`src/rph_pkg.sv`:
```
// Shared types, constants and fixed-point helpers for the ray/polygon hit block.
`timescale 1ns / 1ps
package rph_pkg;

    localparam int CW = 32;   // coordinate width
    localparam int FB = 16;   // fraction bits

    typedef logic signed [CW-1:0] coord_t;
    typedef logic signed [2*CW:0] wide_t;

    typedef enum logic [1:0] {
        STATUS_HIT      = 2'd0,
        STATUS_PARALLEL = 2'd1,
        STATUS_BEHIND   = 2'd2,
        STATUS_OUTSIDE  = 2'd3
    } status_t;

    localparam logic REQ_HEADER = 1'b0;
    localparam logic REQ_VERTEX = 1'b1;

    localparam coord_t CMAX = {1'b0, {(CW-1){1'b1}}};
    localparam coord_t CMIN = {1'b1, {(CW-1){1'b0}}};

    function automatic coord_t sat_w(input wide_t v);
        coord_t r;
        if (!v[2*CW] && (|v[2*CW-1:CW-1]))
            r = CMAX;
        else if (v[2*CW] && !(&v[2*CW-1:CW-1]))
            r = CMIN;
        else
            r = v[CW-1:0];
        return r;
    endfunction

    function automatic coord_t fadd(input coord_t a, input coord_t b);
        wide_t s;
        s = wide_t'(a) + wide_t'(b);
        return sat_w(s);
    endfunction

    function automatic coord_t fsub(input coord_t a, input coord_t b);
        wide_t s;
        s = wide_t'(a) - wide_t'(b);
        return sat_w(s);
    endfunction

    // exact product, floor shift, saturate
    function automatic coord_t fmul(input coord_t a, input coord_t b);
        logic signed [2*CW-1:0] p;
        logic signed [2*CW-1:0] sh;
        p  = (2*CW)'(a) * (2*CW)'(b);
        sh = p >>> FB;
        return sat_w(wide_t'(sh));
    endfunction

    function automatic coord_t sel3(input coord_t v0, input coord_t v1, input coord_t v2,
                                    input logic [1:0] idx);
        coord_t r;
        case (idx)
            2'd0:    r = v0;
            2'd1:    r = v1;
            default: r = v2;
        endcase
        return r;
    endfunction

    function automatic logic [CW:0] mag(input coord_t a);
        logic [CW:0] e;
        e = (CW+1)'(a);
        return a[CW-1] ? (CW+1)'(-e) : e;
    endfunction

endpackage

```
`src/rph_div.sv`:
```
// Iterative restoring divider: saturated (a << FB) / b, truncated toward zero.
`timescale 1ns / 1ps
module rph_div (
    input  logic            clk,
    input  logic            rst_n,
    input  logic            start,
    input  rph_pkg::coord_t num,
    input  rph_pkg::coord_t den,
    output logic            done,
    output rph_pkg::coord_t quot
);
    import rph_pkg::*;

    localparam int NW   = CW + FB;
    localparam int CNTW = $clog2(NW);
    localparam logic [NW-1:0] LIM = NW'(1) << (CW - 1);

    logic [NW-1:0]   n_reg;
    logic [NW-1:0]   q_reg;
    logic [CW:0]     d_reg;
    logic [CW:0]     rem_reg;
    logic [CNTW-1:0] cnt_reg;
    logic            busy_reg;
    logic            done_reg;
    logic            neg_reg;
    logic            zero_reg;

    logic [CW+1:0]   rem_sh;
    logic            fits;
    logic [CW:0]     num_mag;

    assign rem_sh  = {rem_reg, n_reg[NW-1]};
    assign fits    = rem_sh >= {1'b0, d_reg};
    assign num_mag = mag(num);

    always_ff @(posedge clk or negedge rst_n)
    begin
        if (!rst_n)
        begin
            busy_reg <= 1'b0;
            done_reg <= 1'b0;
            cnt_reg  <= '0;
        end
        else
        begin
            done_reg <= 1'b0;
            if (start)
            begin
                n_reg    <= {num_mag[CW-1:0], {FB{1'b0}}};
                d_reg    <= mag(den);
                rem_reg  <= '0;
                q_reg    <= '0;
                neg_reg  <= num[CW-1] ^ den[CW-1];
                zero_reg <= (den == '0);
                cnt_reg  <= CNTW'(NW - 1);
                busy_reg <= 1'b1;
            end
            else if (busy_reg)
            begin
                rem_reg <= fits ? (CW+1)'(rem_sh - {1'b0, d_reg}) : rem_sh[CW:0];
                q_reg   <= {q_reg[NW-2:0], fits};
                n_reg   <= {n_reg[NW-2:0], 1'b0};
                if (cnt_reg == '0)
                begin
                    busy_reg <= 1'b0;
                    done_reg <= 1'b1;
                end
                else
                begin
                    cnt_reg <= cnt_reg - 1'b1;
                end
            end
        end
    end

    always_comb
    begin
        if (zero_reg)
            quot = '0;
        else if (neg_reg)
            quot = (q_reg > LIM) ? CMIN : coord_t'(-q_reg[CW-1:0]);
        else
            quot = (q_reg >= LIM) ? CMAX : coord_t'(q_reg[CW-1:0]);
    end

    assign done = done_reg;

    property p_done_after_busy;
        @(posedge clk) disable iff (!rst_n) done_reg |-> !busy_reg && $past(busy_reg);
    endproperty
    a_done_after_busy: assert property (p_done_after_busy) else $error("div done without run");

    property p_start_busy;
        @(posedge clk) disable iff (!rst_n) start |=> busy_reg;
    endproperty
    a_start_busy: assert property (p_start_busy) else $error("div start not taken");

    property p_no_restart;
        @(posedge clk) disable iff (!rst_n) busy_reg |-> !start;
    endproperty
    a_no_restart: assert property (p_no_restart) else $error("div restarted while busy");

endmodule

```
`config.mk`:
```
export PLATFORM = sky130hd
export DESIGN_NAME = rph_div
export DESIGN_NICKNAME = d
export VERILOG_FILES = /design/src/rph_pkg.sv /design/src/rph_div.sv
export SDC_FILE = /design/constraint.sdc
export NUM_CORES = 1
export LEC_CHECK = 0
export BUFFER_PORTS_ARGS = -buffer_cell sky130_fd_sc_hd__buf_2
export CORE_MARGIN = 3
export CORE_UTILIZATION = 25
export DETAILED_ROUTE_END_ITERATION = 12
export RECOVER_POWER = 50
export SETUP_SLACK_MARGIN = 0.02
export SLEW_MARGIN = 20
export SYNTH_ARGS = -nofsm -noshare
export SYNTH_HDL_FRONTEND = slang
export SYNTH_SLANG_ARGS = --single-unit
```
`constraint.sdc`:
```
create_clock -name clk -period 3.3 [get_ports clk]
set_clock_uncertainty 0.15 [all_clocks]
set_input_delay 0.33 -clock clk [delete_from_list [all_inputs] [get_ports clk]]
set_output_delay 0.33 -clock clk [all_outputs]
set_load 0.01 [all_outputs]
```
==> metrics.csv <==
stage,metric,value,unit
run_status,status,finished with violations,
run_status,violations,"capacitance limit, slew limit, setup timing",
cts,cts_root_buf,clkbuf_16,
placement,dpl.hpwl,21800,um
yosys,synth_edf_count,164,
global_route,antenna_found_initial,2,
timing,fin_crit,3.61,ns
timing,setup_slack,-0.305,ns
critical_path,path_class,reg -> out,
drt,drc,0,
global_route,grt_overflow,0,
critical_path,arrival,3.13,ns
drt,postRouteAntennaNets,0,
power,power,6870,uW
cts,cts_buffer_depth,2,
drt,via_count,9818,
floorplanning,die_w,223,um
floorplanning,core,45900,sq um
cts,cts_sinks,172,
power,irDropWorstVdd,0.221,mV
yosys,synth_top_area_cell,edfxtp_1,
timing,tightest_slew,1.78,ns
cts,numCtsBuffers,17,
critical_path,crit_required,2.82,ns
yosys,synthFlopType,edfxtp_1,
cells_and_area,final_common_cell,edfxtp_1,
timing,maxSlewHeadroom,-0.184,
yosys,ys_ff_latch,172,
placement,gp_congestion,0.901,
yosys,netlist_instances,1237,
cts,cts_tree,yes,
cells_and_area,post-route-util,0.312,
floorplanning,initial_utilization,0.256,
hold_path,min_path_type,in -> reg,
timing,fmax,277,MHz
critical_path,ff2ff_path_depth,5,
global_route,grt_max_degree,93,
timing,fin_hold_ws,0.0376,ns
floorplanning,row_count,78,
yosys,synth-seq-area-share,0.436,
cells_and_area,nets,1471,
job,max-cap-violations,1,
timing,setup_viol,31,
cells_and_area,drive_gt1_frac,0.208,
cells_and_area,final_cell_mix,"edfxtp_1, nor2_1, nand2_1",
floorplanning,chipHeight,223,um
floorplanning,io-pin-count,100,
cts,htreeDepth,4,
cts,clk_pin_slew,0.07,ns
hold_path,hold_depth,2,
cells_and_area,area_growth,21.8,%
drt,drt_iter0_drc,717,
timing,slew_viol_final,32,
yosys,synth.top_cell.area_share,0.419,
yosys,syn-num-nets,1343,
timing,finalCritPeriodShare,1.09,
timing,fin_tns_setup,-4.49,ns
drt,detailedRoute.firstPassIterationCount,5,
critical_path,worstPathMaxFanout,8,
drt,routedWlPerCell,15.5,um
timing,rsz0062_at_grt,true,
critical_path,cp-end-kind,primary output,
timing,hold_viol_final,0,
floorplanning,die_area,49600,sq um
yosys,ys_warn_count,0,
global_route,grtUsageTotal,0.122,
yosys,netlist_area,11700,sq um
drt,wirelength,30700,um
yosys,ys_types,76,
power,power_density,480,nW/um^2
global_route,grt_pass1_vias,9516,
yosys,synth_area_leaders,"edfxtp_1, xnor2_1, nor2_1, mux2i_1, ha_1",
global_route,grt_pass1_wl,49700,um
yosys,syn_area_per_cell,9.50,sq um
critical_path,startpoint_type,flop,
yosys,async_flop_share,0.0465,
placement,io_buffers,99,
drt,viasPerCell,4.96,
cts,clock_latency,0.45,ns
power,p_leak,0.00579,uW
[cells in the mapped netlist (7+ instances only)]
cell	n
a211oi_1	11
a21o_1	15
a21oi_1	75
a22o_1	33
a311oi_1	29
a31oi_1	18
and2_1	8
buf_1	9
clkbuf_1	53
dfrtp_1	8
edfxtp_1	164
ha_1	38
inv_1	62
mux2i_1	63
nand2_1	106
nand2b_1	11
nand3_1	14
nand4_1	12
nor2_1	169
nor3_1	25
nor4_1	14
o21ai_0	52
o22ai_1	12
o31ai_1	17
o41ai_1	8
or2_2	7
or3_1	21
or4_1	10
xnor2_1	78
xor2_1	8
[worst max-delay path: stages, from the launching register on]
cell      delay, ns
edfxtp_1       0.39
or3_4          0.40
and4b_2        0.34
nand4b_4       0.11
buf_6          0.14
nor2_4         0.09
nand3_2        0.10
a21o_1         0.20
a21o_4         0.27
buf_4          0.15
a311oi_2       0.29
buf_2          0.19
[cell families after synthesis]
| group | Yosys count | synth area share |
|---|---|---|
| xor+xnor | 86 | 0.0641 |
| fa+ha+maj | 39 | 0.0422 |
| simple gates | 432 | 0.178 |
| mux | 63 | 0.0537 |
| other cells | 1 | 0.000319 |
| flops | 172 | 0.436 |
| buf+inv | 132 | 0.0440 |
| compound gates | 312 | 0.181 |
[per-layer routing]
| metal | vias up | part of all wire | GRT usage |
|---|---|---|---|
| met5 | - | 0 | 0 |
| met4 | 0 | 0.022 | 0.0451 |
| met3 | 38 | 0.046 | 0.0226 |
| met2 | 233 | 0.45 | 0.191 |
| met1 | 4704 | 0.48 | 0.168 |
| li1 | 4843 | - | - |
[final cells by class]
type	instances	area, sq um
sequential	172	5120
tap	600	751
timing repair buffer	178	1170
fill	4750	31600
antenna	2	5.00
clock inverter	14	210
inverter	63	236
multi-input combinational	933	6390
clock buffer	17	425
[power breakdown]
group	internal (uW)	leakage, uW	switching, uW	total, uW
registers	2640	0.00172	135	2780
logic	797	0.00376	1060	1860
clock network	1280	0.000304	945	2230
total	4720	0.00579	2140	6870
[path summary, 6_finish.rpt]
check | end | startpoint | slack, ns
max in group asynchronous | cnt_reg[3]$_DFFE_PN0P_ | rst_n | 1.22
worst min-delay path | d_reg[17]$_DFFE_PP_ | den[17] | 0.04
min in group asynchronous | done$_DFF_PN0_ | rst_n | 0.75
worst min register to register | cnt_reg[0]$_DFFE_PN0P_ | cnt_reg[0]$_DFFE_PN0P_ | 0.38
worst max-delay path | quot[16] | q_reg[12]$_SDFFCE_PP0P_ | -0.31
worst max register to register | rem_reg[29]$_SDFFCE_PP0P_ | busy_reg$_DFF_PN0_ | 0.10
[through the flow]
stage | instance area [sq um] | setup slack [ns] | std cells
floorplan | 11700 | 0.189 | 1237
global placement | 13300 | 0.143 | 1929
detailed placement | 13300 | 0.109 | 1929
CTS | 14100 | -0.327 | 1973
global route | 14300 | -0.392 | 1979
finish | 14300 | -0.305 | 1979
[timing repair]
action | CTS | global route
gates cloned | 0 | 0
buffers inserted | 11 | 4
hold buffers | 2 | 0
resized for setup | 34 | 42
endpoints found under the hold margin | 9 | 0
endpoints found under the setup margin | 31 | 64
pin swaps | 8 | 9
Power figures use the tool's default switching activity.
